==> src/rtl/core/pedf_pkg.sv <==
// ----------------------------------------------------------------------------
// pedf_pkg
// Shared types, constants and the hash step of the path event filter.
// ----------------------------------------------------------------------------
package pedf_pkg;

  // Ring of recent events.
  localparam int unsigned RECENT_ENTRIES = 24;
  localparam int unsigned SLOT_W = (RECENT_ENTRIES > 1) ? $clog2(RECENT_ENTRIES) : 1;

  // Queue between the hashing front and the ring search.
  localparam int unsigned JOB_DEPTH = 2;
  localparam int unsigned JOB_PTR_W = (JOB_DEPTH > 1) ? $clog2(JOB_DEPTH) : 1;
  localparam int unsigned JOB_CNT_W = $clog2(JOB_DEPTH + 1);

  // Field widths.
  localparam int unsigned HASH_W = 32;
  localparam int unsigned TIME_W = 40;
  localparam int unsigned WIN_W  = 16;

  // FNV-1a constants and the reset value of the suppression window.
  localparam logic [HASH_W-1:0] FNV_BASIS   = 32'd2166136261;
  localparam logic [HASH_W-1:0] FNV_PRIME   = 32'd16777619;
  localparam logic [WIN_W-1:0]  WINDOW_INIT = 16'd1200;

  // Configuration register indexes.
  localparam logic CFG_ENABLED = 1'b0;
  localparam logic CFG_WINDOW  = 1'b1;

  // One finished path hash waiting for the ring search.
  typedef struct packed {
    logic [HASH_W-1:0] hash;
    logic [TIME_W-1:0] stamp;
  } job_t;

  // States of the ring search.
  typedef enum logic [1:0] {
    BK_IDLE,
    BK_SCAN,
    BK_COMMIT
  } back_state_e;

  // Fold one byte into the hash: xor, then multiply modulo 2^32.
  function automatic logic [HASH_W-1:0] fnv_fold(input logic [HASH_W-1:0] h,
                                                 input logic [7:0] b);
    logic [HASH_W-1:0] x;
    x = h ^ {24'd0, b};
    return x * FNV_PRIME;
  endfunction

endpackage

==> src/rtl/core/pedf_front.sv <==
// ----------------------------------------------------------------------------
// pedf_front
// Accepts path bytes, folds them into the hash and queues finished paths.
// ----------------------------------------------------------------------------
module pedf_front (
  input  logic               clk_i,
  input  logic               rst_ni,
  input  logic               enabled_i,
  input  logic               push,
  output logic               full,
  input  logic [7:0]         path_byte_i,
  input  logic               is_last_i,
  input  logic [7:0]         kind_code_i,
  input  logic [39:0]        time_ms_i,
  output logic               job_push_o,
  output pedf_pkg::job_t     job_o,
  input  logic               job_full_i
);
  import pedf_pkg::*;

  logic [HASH_W-1:0] acc_q, acc_d;
  logic [HASH_W-1:0] folded;
  logic              accept;

  // A word is taken whenever the queue has room.
  assign full   = job_full_i;
  assign accept = push && !job_full_i;
  assign folded = fnv_fold(acc_q, path_byte_i);

  // Accumulator restarts from the offset basis after every last byte.
  always_comb begin
    acc_d = acc_q;
    if (accept) begin
      acc_d = is_last_i ? FNV_BASIS : folded;
    end
  end

  always_ff @(posedge clk_i or negedge rst_ni) begin
    if (!rst_ni) begin
      acc_q <= FNV_BASIS;
    end else begin
      acc_q <= acc_d;
    end
  end

  // A finished path is queued only while reporting is enabled.
  assign job_push_o  = accept && is_last_i && enabled_i;
  assign job_o.hash  = folded ^ {24'd0, kind_code_i};
  assign job_o.stamp = time_ms_i;

endmodule

==> src/rtl/core/pedf_job_fifo.sv <==
// ----------------------------------------------------------------------------
// pedf_job_fifo
// Short queue of finished path hashes between the front and the ring search.
// ----------------------------------------------------------------------------
module pedf_job_fifo (
  input  logic            clk_i,
  input  logic            rst_ni,
  input  logic            push_i,
  input  pedf_pkg::job_t  data_i,
  output logic            full_o,
  input  logic            pop_i,
  output pedf_pkg::job_t  data_o,
  output logic            valid_o
);
  import pedf_pkg::*;

  job_t                 mem_q [JOB_DEPTH];
  logic [JOB_PTR_W-1:0] wr_ptr_q, wr_ptr_d;
  logic [JOB_PTR_W-1:0] rd_ptr_q, rd_ptr_d;
  logic [JOB_CNT_W-1:0] count_q, count_d;
  logic                 do_push, do_pop;

  assign full_o  = (count_q == JOB_CNT_W'(JOB_DEPTH));
  assign valid_o = (count_q != '0);
  assign do_push = push_i && !full_o;
  assign do_pop  = pop_i && valid_o;
  assign data_o  = mem_q[rd_ptr_q];

  // Pointer and fill count update.
  always_comb begin
    wr_ptr_d = wr_ptr_q;
    rd_ptr_d = rd_ptr_q;
    count_d  = count_q;
    if (do_push) begin
      wr_ptr_d = (wr_ptr_q == JOB_PTR_W'(JOB_DEPTH - 1)) ? '0 : wr_ptr_q + 1'b1;
    end
    if (do_pop) begin
      rd_ptr_d = (rd_ptr_q == JOB_PTR_W'(JOB_DEPTH - 1)) ? '0 : rd_ptr_q + 1'b1;
    end
    if (do_push && !do_pop) begin
      count_d = count_q + 1'b1;
    end else if (do_pop && !do_push) begin
      count_d = count_q - 1'b1;
    end
  end

  always_ff @(posedge clk_i or negedge rst_ni) begin
    if (!rst_ni) begin
      wr_ptr_q <= '0;
      rd_ptr_q <= '0;
      count_q  <= '0;
    end else begin
      wr_ptr_q <= wr_ptr_d;
      rd_ptr_q <= rd_ptr_d;
      count_q  <= count_d;
    end
  end

  // Storage needs no reset.
  always_ff @(posedge clk_i) begin
    if (do_push) begin
      mem_q[wr_ptr_q] <= data_i;
    end
  end

endmodule

==> src/rtl/core/pedf_back.sv <==
// ----------------------------------------------------------------------------
// pedf_back
// Searches the ring of recent events one entry a cycle, records new events
// and holds the result word until it is popped.
// ----------------------------------------------------------------------------
module pedf_back (
  input  logic                 clk_i,
  input  logic                 rst_ni,
  input  logic [15:0]          window_i,
  input  logic                 job_valid_i,
  input  pedf_pkg::job_t       job_i,
  output logic                 job_pop_o,
  output logic                 empty,
  input  logic                 pop,
  output logic                 report_o,
  output logic [31:0]          event_hash_o
);
  import pedf_pkg::*;

  back_state_e       state_q, state_d;
  job_t              job_q;
  logic [SLOT_W-1:0] idx_q;
  logic [SLOT_W-1:0] slot_q;
  logic              dup_q;
  logic              out_valid_q;
  logic              report_q;
  logic [HASH_W-1:0] hash_out_q;
  logic [HASH_W-1:0] ring_hash_q [RECENT_ENTRIES];
  logic [TIME_W-1:0] ring_time_q [RECENT_ENTRIES];

  logic              scan_en, commit, ring_wr, last_idx, out_free;
  logic              hit;
  logic [TIME_W-1:0] st, age;

  assign last_idx = (idx_q == SLOT_W'(RECENT_ENTRIES - 1));
  assign out_free = !out_valid_q || pop;

  // Compare of the current ring entry; a stored time in the future is age zero,
  // which lies inside any window except an empty one.
  assign st  = ring_time_q[idx_q];
  assign age = job_q.stamp - st;
  assign hit = (ring_hash_q[idx_q] == job_q.hash) &&
               ((st > job_q.stamp) ? (window_i != '0) : (age < {24'd0, window_i}));

  // Next state.
  always_comb begin
    state_d = state_q;
    unique case (state_q)
      BK_IDLE:   if (job_valid_i) state_d = BK_SCAN;
      BK_SCAN:   if (last_idx)    state_d = BK_COMMIT;
      BK_COMMIT: if (out_free)    state_d = BK_IDLE;
      default:   state_d = BK_IDLE;
    endcase
  end

  // State outputs.
  always_comb begin
    job_pop_o = 1'b0;
    scan_en   = 1'b0;
    commit    = 1'b0;
    unique case (state_q)
      BK_IDLE:   job_pop_o = job_valid_i;
      BK_SCAN:   scan_en   = 1'b1;
      BK_COMMIT: commit    = out_free;
      default:   ;
    endcase
  end

  assign ring_wr = commit && !dup_q;

  always_ff @(posedge clk_i or negedge rst_ni) begin
    if (!rst_ni) begin
      state_q <= BK_IDLE;
    end else begin
      state_q <= state_d;
    end
  end

  // Job capture and the running duplicate flag.
  always_ff @(posedge clk_i) begin
    if (job_pop_o) begin
      job_q <= job_i;
      idx_q <= '0;
      dup_q <= 1'b0;
    end else if (scan_en) begin
      idx_q <= last_idx ? '0 : idx_q + 1'b1;
      dup_q <= dup_q | hit;
    end
  end

  // Ring contents and write slot; the ring starts out all zero.
  always_ff @(posedge clk_i or negedge rst_ni) begin
    if (!rst_ni) begin
      slot_q <= '0;
      for (int i = 0; i < RECENT_ENTRIES; i++) begin
        ring_hash_q[i] <= '0;
        ring_time_q[i] <= '0;
      end
    end else if (ring_wr) begin
      ring_hash_q[slot_q] <= job_q.hash;
      ring_time_q[slot_q] <= job_q.stamp;
      slot_q <= (slot_q == SLOT_W'(RECENT_ENTRIES - 1)) ? '0 : slot_q + 1'b1;
    end
  end

  // Result word register.
  always_ff @(posedge clk_i or negedge rst_ni) begin
    if (!rst_ni) begin
      out_valid_q <= 1'b0;
    end else if (commit) begin
      out_valid_q <= 1'b1;
    end else if (pop) begin
      out_valid_q <= 1'b0;
    end
  end

  always_ff @(posedge clk_i) begin
    if (commit) begin
      report_q   <= !dup_q;
      hash_out_q <= job_q.hash;
    end
  end

  assign empty        = !out_valid_q;
  assign report_o     = report_q;
  assign event_hash_o = hash_out_q;

  // The write slot always points inside the ring.
  a_slot_range: assert property (@(posedge clk_i) disable iff (!rst_ni)
    slot_q < SLOT_W'(RECENT_ENTRIES))
    else $error("write slot outside the ring");

  // A ring write moves the slot on by one, wrapping at the end.
  a_slot_step: assert property (@(posedge clk_i) disable iff (!rst_ni)
    ring_wr |=> ((($past(slot_q) == SLOT_W'(RECENT_ENTRIES - 1)) && (slot_q == '0)) ||
                 (($past(slot_q) != SLOT_W'(RECENT_ENTRIES - 1)) &&
                  (slot_q == $past(slot_q) + 1'b1))))
    else $error("write slot did not advance");

  // A job is taken from the queue only when one is waiting.
  a_pop_valid: assert property (@(posedge clk_i) disable iff (!rst_ni)
    job_pop_o |-> job_valid_i)
    else $error("job taken from an empty queue");

  // A new result is never loaded over one that has not been popped.
  a_no_overwrite: assert property (@(posedge clk_i) disable iff (!rst_ni)
    (commit && out_valid_q) |-> pop)
    else $error("result overwritten before pop");

endmodule

==> src/rtl/core/path_event_dedup_filter.sv <==
// ----------------------------------------------------------------------------
// path_event_dedup_filter
// FNV-1a hash of each path with suppression of repeats inside a time window.
// ----------------------------------------------------------------------------
//  Channel   Direction  Handshake       Word
//  input     in         push / full     path_byte, is_last, kind_code, time_ms
//  result    out        empty / pop     report, event_hash
//  config    in         cfg_we_i        cfg_idx_i, cfg_wdata_i
//
//  A path byte is taken in every cycle while the job queue has room.
//  Each finished path is compared against the ring one entry a cycle and then
//  committed; the two-word queue absorbs bursts.
//  Reset clears the hash, the ring, the write slot and the result valid flag.
//  A result waiting to be popped stalls the ring search and, once the queue fills, the input.
// ----------------------------------------------------------------------------
module path_event_dedup_filter (
  input  logic        clk_i,
  input  logic        rst_ni,
  input  logic        cfg_we_i,
  input  logic        cfg_idx_i,
  input  logic [15:0] cfg_wdata_i,
  input  logic        push,
  output logic        full,
  input  logic [7:0]  path_byte_i,
  input  logic        is_last_i,
  input  logic [7:0]  kind_code_i,
  input  logic [39:0] time_ms_i,
  output logic        empty,
  input  logic        pop,
  output logic        report_o,
  output logic [31:0] event_hash_o
);
  import pedf_pkg::*;

  logic             enabled_q;
  logic [WIN_W-1:0] window_q;
  logic             job_push, job_full, job_pop, job_valid;
  job_t             job_in, job_out;

  // Configuration registers.
  always_ff @(posedge clk_i or negedge rst_ni) begin
    if (!rst_ni) begin
      enabled_q <= 1'b0;
      window_q  <= WINDOW_INIT;
    end else if (cfg_we_i) begin
      unique case (cfg_idx_i)
        CFG_ENABLED: enabled_q <= cfg_wdata_i[0];
        CFG_WINDOW:  window_q  <= cfg_wdata_i;
        default:     ;
      endcase
    end
  end

  // Hashing front.
  pedf_front u_front (
    .clk_i       (clk_i),
    .rst_ni      (rst_ni),
    .enabled_i   (enabled_q),
    .push        (push),
    .full        (full),
    .path_byte_i (path_byte_i),
    .is_last_i   (is_last_i),
    .kind_code_i (kind_code_i),
    .time_ms_i   (time_ms_i),
    .job_push_o  (job_push),
    .job_o       (job_in),
    .job_full_i  (job_full)
  );

  // Queue of finished paths.
  pedf_job_fifo u_fifo (
    .clk_i   (clk_i),
    .rst_ni  (rst_ni),
    .push_i  (job_push),
    .data_i  (job_in),
    .full_o  (job_full),
    .pop_i   (job_pop),
    .data_o  (job_out),
    .valid_o (job_valid)
  );

  // Ring search and result register.
  pedf_back u_back (
    .clk_i        (clk_i),
    .rst_ni       (rst_ni),
    .window_i     (window_q),
    .job_valid_i  (job_valid),
    .job_i        (job_out),
    .job_pop_o    (job_pop),
    .empty        (empty),
    .pop          (pop),
    .report_o     (report_o),
    .event_hash_o (event_hash_o)
  );

endmodule

==> config.mk <==
export PLATFORM = sky130hd
export DESIGN_NAME = path_event_dedup_filter
export DESIGN_NICKNAME = d
export VERILOG_FILES = /design/src/rtl/core/pedf_pkg.sv /design/src/rtl/core/pedf_front.sv /design/src/rtl/core/pedf_job_fifo.sv /design/src/rtl/core/pedf_back.sv /design/src/rtl/core/path_event_dedup_filter.sv
export SDC_FILE = /design/constraint.sdc
export NUM_CORES = 2
export LEC_CHECK = 0
export ABC_AREA = 1
export BUFFER_PORTS_ARGS = -buffer_cell sky130_fd_sc_hd__buf_2
export CAP_MARGIN = 5
export CORE_ASPECT_RATIO = 1.1
export CORE_MARGIN = 10
export CORE_UTILIZATION = 55
export DETAILED_ROUTE_END_ITERATION = 8
export GPL_TIMING_DRIVEN = 1
export PLACE_DENSITY_LB_ADDON = 0.08
export SLEW_MARGIN = 15
export SYNTH_ARGS = -nofsm -noshare
export SYNTH_HDL_FRONTEND = slang
export SYNTH_SLANG_ARGS = --single-unit
==> constraint.sdc <==
create_clock -name clk_i -period 13.8 [get_ports clk_i]
set_clock_uncertainty 0.15 [all_clocks]
set_input_delay 4.14 -clock clk_i [delete_from_list [all_inputs] [get_ports clk_i]]
set_output_delay 4.14 -clock clk_i [all_outputs]
set_load 0.05 [all_outputs]
==> Word level (Yosys, flattened, before mapping) <==
Memories as Yosys holds them, arrays and structs flattened. A register that Yosys moved wholly into a read port is not among the register bits.
Cells that the tools add are included.
{ "totals": {"ff_bits": 1828, "ramBits": 144, "out_inout_bits": 35, "mem_count": 1} }
{ "classes": {"add_sub_neg": 7, "n_mul": 1, "magnitude_cmp": 5, "eq_ne": 9, "mux": 31, "n_bitwise": 6, "n_reduce_logical": 24} }
{ "memory_table": {"columns": ["name", "depth", "word_bits", "read_ports", "rd_ports_with_merged_regs", "wr", "line", "source"], "rows": [
  ["u_fifo.mem_q", 2, 72, 1, 1, 1, "pedf_job_fifo.sv:17", "job_t mem_q [JOB_DEPTH];"]
]} }
{ "ops": {"columns": ["operator", "count"], "rows": [
  ["bitwise mux 960 bit", 1],
  ["bitwise mux 768 bit", 1],
  ["binary-select mux 40 bit (select 5 bit)", 1],
  ["demux 40 bit (select 5 bit)", 1],
  ["binary-select mux 32 bit (select 5 bit)", 1],
  ["demux 32 bit (select 5 bit)", 1],
  ["2-to-1 mux 32 bit", 4],
  ["2-to-1 mux 40 bit", 3],
  ["XOR 32 x 8 -> 32 bit", 2],
  ["greater-than comparator 40 bit", 1],
  ["less-than comparator 40 x 16 -> 1 bit", 1],
  ["subtractor 40 bit", 1],
  ["equality test 32 bit", 1],
  ["multiplier 32 x 25 -> 32 bit (second input constant)", 1],
  ["nonzero test 16 bit", 1],
  [">= comparator 6 bit (second input constant)", 2],
  ["NOT 5 -> 6 bit", 2],
  ["adder 5 x 1 -> 5 bit (second input constant)", 2],
  ["equality test 5 bit (second input constant)", 2],
  ["logical AND 1 bit", 10],
  ["2-to-1 mux 1 bit", 10],
  ["2-to-1 mux 2 bit", 5],
  ["2-to-1 mux 5 bit", 2],
  ["less-than comparator 6 x 1 -> 1 bit (second input constant)", 1],
  ["15 further kinds", 26]
]} }

==> Logic depth before layout (Yosys ltp) <==
{ "logic_depth": {"word_depth": 10, "mapped_depth": 38, "mapped_depth_nobuf": 33} }

==> By module <==
From an unflattened synthesis, not the netlist that was laid out.
{ "unflattened": {"cells_unflattened": 11942, "hier_area_um2": 99940.9} }
{ "by_module_without_submodules": {"columns": ["mod", "instances", "cells_each", "area_each_um2", "seq_area_each_um2"], "rows": [
  ["pedf_back", 1, 10461, 85752.2, 46714.8],
  ["pedf_front", 1, 998, 7950.1, 818.3],
  ["pedf_job_fifo", 1, 407, 5497.8, 4424.2],
  ["path_event_dedup_filter", 1, 76, 740.7, 430.4]
]} }

==> Worst setup path before layout <==
Ideal clock, no wire load.
{ "synth_path": {"kind": "input port to flip-flop", "from": "input port path_byte_i[4]", "to": "register u_front.acc_q[31]", "setup_time_ps": 58, "arrival_time_ps": 8711, "required_time_ps": 13592, "slack_ps": 4881, "stages": 25, "path_cell_list": "xor2_1 > ha_1 > ha_1 > fa_1 > ha_1 > inv_1 > fa_1 > inv_1 > ha_1 > fa_1 > ha_1 > a21oi_1 > o21ai_0 > a21oi_1 > nand2_1 > a21boi_1 > o21bai_1 > nand2_1 > nand2_1 > nand2_1 > nand3b_1 > or2_2 > nand3_1 > nand2_1 > inv_1"} }
{ "synth_between": {"elab_chain_cells": 3} }
{ "synth_rtl": {"columns": ["element", "line", "source"], "rows": [
  ["from (decl)", "path_event_dedup_filter.sv:24", "input logic [7:0] path_byte_i,"],
  ["XOR 32 x 8 -> 32 bit", "pedf_pkg.sv:47", "x = h ^ {24'd0, b};"],
  ["multiplier 32 x 25 -> 32 bit", "pedf_pkg.sv:48", "return x * FNV_PRIME;"],
  ["2-to-1 mux 32 bit", "pedf_front.sv:34", "acc_d = is_last_i ? FNV_BASIS : folded;"],
  ["to (signal assigned)", "pedf_front.sv:40", "acc_q <= FNV_BASIS;"],
  ["to (signal assigned)", "pedf_front.sv:42", "acc_q <= acc_d;"],
  ["to (decl)", "pedf_front.sv:21", "logic [HASH_W-1:0] acc_q, acc_d;"]
]} }
Every way passes these cells.
A chain may end at the register's enable or synchronous reset.

==> Worst setup path after layout <==
Ends and elaborated chain as after synthesis.

==> summary.md <==
| Metric | Value |
|---|---|
| Status | `complete, no violations` |
| Input/output buffers | `113` |
| Power share of the sequential group | `0.248` |
| Nets@finish | `~12000` |
| Syn Nets | `12000` |
| Startpoint Class | `input port` |
| Cell count after placement | `13400` |
| Top cell type's share of synthesized area | `0.449` |
| #FFs+latches synth | `2044` |
| Post-Place Setup Slack | `approximately 3.8 ns` |
| Max-cap violation count | `0` |
| Count leader, synth | `nand2_1` |
| First-pass GRT wire length | `482000 µm` |
| Largest net degree at the start of global routing | `roughly 190` |
| Chip width | `between 400 and 500 µm` |
| Power Dens Cells | `about 300 mW/mm²` |
| WP data required | `roughly 14 ns` |
| Setup crit end kind | `register` |
| CTS tree | `built` |
| Max rail drop VDD | `721 µV` |
| Final max-slew violation count | `0` |
| Via count | `between 80000 and 90000` |
| Clock buffer count from CTS | `between 200 and 250` |
| CP max stage cell | `xor2_1` |
| Synth warnings | `0` |
| Main area contributors after synthesis | `dfrtp_1 45%, o21ai_0 11%, nand2_1 8.4%` |
| Area delta synth->final | `8.51%` |
| Post-route setup slack | `between 4 and 5 ns` |
| Vias per inst | `slightly below 6` |
| Worst reg2reg endpoint | `u_back.dup_q` |
| Total core area | `between 0.15 and 0.2 mm²` |
| Critical R2R Launch | `u_back.idx_q[1]` |
| Static Leak | `roughly 50 nW` |
| Critical Path End | `u_front.acc_q[31]` |
| Routed WL per cell | `22.6 µm` |
| Die Y | `around 460 µm` |
| Netlist Area Pre-Place | `approximately 0.1 mm²` |
| Vias in the first global route | `just under 80000` |
| Mapped Avg Cell Area | `8.49 µm²` |
| Setup violations, final | `0` |
| Final wirelength | `between 300000 and 400000 µm` |
| Clock Path Buffers | `3` |
| Synth area leader | `dfrtp_1` |
| Crit-path max cell delay | `about 0.74 ns` |
| Clk sinks | `a little over 2000` |
| Critical path origin | `path_byte_i[4]` |
| Post-CTS setup repair buffer count | `0` |
| Tmin final | `between 9 and 10 ns` |
| EDFF count, synth | `249` |
| Sequential share of the synthesized area | `0.530` |
| CP max FO | `6` |
| Hpwl dp | `around 180000 µm` |
| Final Non-Filler Cells | `13800` |
| CTS clock-pin slew for the worst setup and hold paths | `~0.06 ns` |
| FP Rows | `163` |
| Crit path kind | `input port to register` |
| Placer Congestion | `~0.9` |
| Remaining Overflow, GRT | `0` |
| Detail Route Antenna Nets | `0` |
| Clock power share | `0.183` |
| DR pass1 iterations | `7` |
| Iteration-0 DRC Markers | `approximately 9200` |
| CTS resizes | `0` |
| Primary FF master, synth | `dfrtp_1` |
| Relative slew slack | `0.181` |
| Number of cells on the critical path | `26` |
| Gate power share | `0.569` |
| Die area | `slightly below 0.2 mm²` |
| Crit share post-route | `0.660` |
| Reg2Reg Depth | `32` |
| Library cells used by synthesis | `roughly 50` |
| Fmax | `between 100 and 150 MHz` |
| DRC errors left | `0` |
| HP Class | `register to register` |
| Ys async rst share | `0.875` |
| H-tree levels | `4` |
| Cells after Synth | `approximately 12000` |
| Largest delay share family, worst path | `adder cells` |
| WP data arrival | `roughly 10 ns` |
| Final Hold Viols | `0` |
| Switch Pwr | `~15 mW` |
| Least-Margin Pin Slew | `about 1.2 ns` |
| Initial Utilization | `0.552` |
| Post-CTS Hold Buffers | `0` |
| CP bufs+invs | `4` |
| Reg-to-reg slack, setup | `6.23 ns` |
| CTS root buffer | `clkbuf_16` |
| Initial antenna violation count | `10` |
| Ports | `between 100 and 150` |
| Cell count of the worst hold path | `2` |
| Share of cells above drive strength 1 | `0.0588` |
| Skew-Pair Late Insertion Delay | `slightly below 0.9 ns` |
| Setup TNS | `0 ns` |
| Pint | `16.9 mW` |
| Switching share of power | `0.473` |
| RSZ-0062 raised after global routing | `false` |
| Top cells by count, synth | `2219 x nand2_1, 2128 x o21ai_0, 1771 x dfrtp_1` |
| GR Util All Layers | `0.314` |
==> worst min path at each step <==
stage	startpoint	end
2_1_floorplan	u_back.job_q[50]	u_back.event_hash_o[10]
3_3_place_gp	u_back.ring_time_q[219]	u_back.ring_time_q[219]
3_5_place_dp	u_back.ring_time_q[406]	u_back.ring_time_q[406]
4_1_cts	u_fifo.mem_q[0][49]	u_back.job_q[49]
5_1_grt	u_fifo.mem_q[0][49]	u_back.job_q[49]
6_report	u_fifo.mem_q[0][49]	u_back.job_q[49]
==> per-layer routing <==
metal	global-route usage	vias to the layer above	wire length [µm]
li1	-	37500	-
met1	0.436	39900	132000
met2	0.504	3403	144000
met3	0.0493	614	25800
met4	0.105	4	11000
met5	0	-	23
==> cell type report <==
| cell class | count | area [µm²] |
|---|---|---|
| clock buffer | 302 | 6000 |
| fill | 16200 | 71800 |
| sequential | 2044 | 52400 |
| tap | 2392 | 2990 |
| inverter | 1054 | 3980 |
| antenna | 4 | 10.0 |
| timing repair buffer | 272 | 1990 |
| multi-input combinational | 7652 | 38700 |
| clock inverter | 85 | 1120 |
==> worst register-to-register path, delay by kind of cell (launching register included) <==
kind | cells | cell delay (ns)
AND/OR/NAND/NOR | 15 | 2.04
XOR/XNOR | 1 | 0.20
flip-flops | 1 | 0.59
adder cells (fa/ha/maj) | 2 | 0.73
buffers and inverters | 4 | 1.87
AO/OA/AOI/OAI | 10 | 1.91
==> metrics by stage <==
step | util | hold slack, ns | power [mW] | cell area, µm²
after global routing | 0.599 | 0.343 | 34.7 | 107000
after global placement | 0.559 | 0.310 | 26.0 | 100000
after CTS | 0.599 | 0.330 | 32.1 | 107000
after detailed placement | 0.559 | 0.317 | 26.2 | 100000
after floorplan | - | 0.274 | 20.8 | 98800
final | 0.599 | 0.328 | 32.1 | 107000
==> registers in the layout (all words and copies together) (netlist names), 2 cells and up <==
signal	flops
u_fifo.mem_q	144
u_back.idx_q	5
u_back.job_q	72
window_q	16
u_back.ring_time_q	960
u_fifo.count_q	2
u_front.acc_q	32
u_back.event_hash_o	32
u_back.ring_hash_q	768
u_back.state_q	2
u_back.slot_q	5
==> cells in the final DEF, fill, tap and decap left out, types with 75 or more instances in the layout <==
| cell type | synthesis | layout |
|---|---|---|
| fa_1 | 75 | 75 |
| inv_1 | 1029 | 1027 |
| buf_2 | 295 | 112 |
| clkbuf_16 | 0 | 207 |
| o22ai_1 | 95 | 95 |
| dfrtp_1 | 1771 | 1770 |
| buf_4 | 17 | 141 |
| ha_1 | 248 | 248 |
| a21oi_1 | 1000 | 1000 |
| nand2_1 | 2219 | 2210 |
| o211ai_1 | 140 | 140 |
| o21ai_0 | 2128 | 2127 |
| edfxtp_1 | 249 | 249 |
| nand3_1 | 398 | 397 |
| o21ai_1 | 76 | 77 |
| nor2_1 | 1024 | 1019 |
==> power by group through the flow <==
stage / Sequential, mW / Clock [mW] / Combinational [mW]
2_1_floorplan: 7.74 / 0 / 13.0
3_5_place_dp: 8.06 / 0 / 18.1
3_3_place_gp: 8.05 / 0 / 18.0
5_1_grt: 7.97 / 6.19 / 20.6
4_1_cts: 7.95 / 5.94 / 18.2
6_report: 7.96 / 5.87 / 18.3
==> logic make-up (layout without fill, tap and decap cells) <==
family	count (synthesis)	in the layout	share of synthesized area
buf+inv	1942	1713	0.0793
flops	2044	2044	0.530
simple gates	3694	3694	0.148
xor+xnor	78	78	0.00691
other cells	0	4	0
fa+ha+maj	323	323	0.0466
compound gates	3557	3557	0.189
No activity file was read; power rests on OpenSTA's default activity.
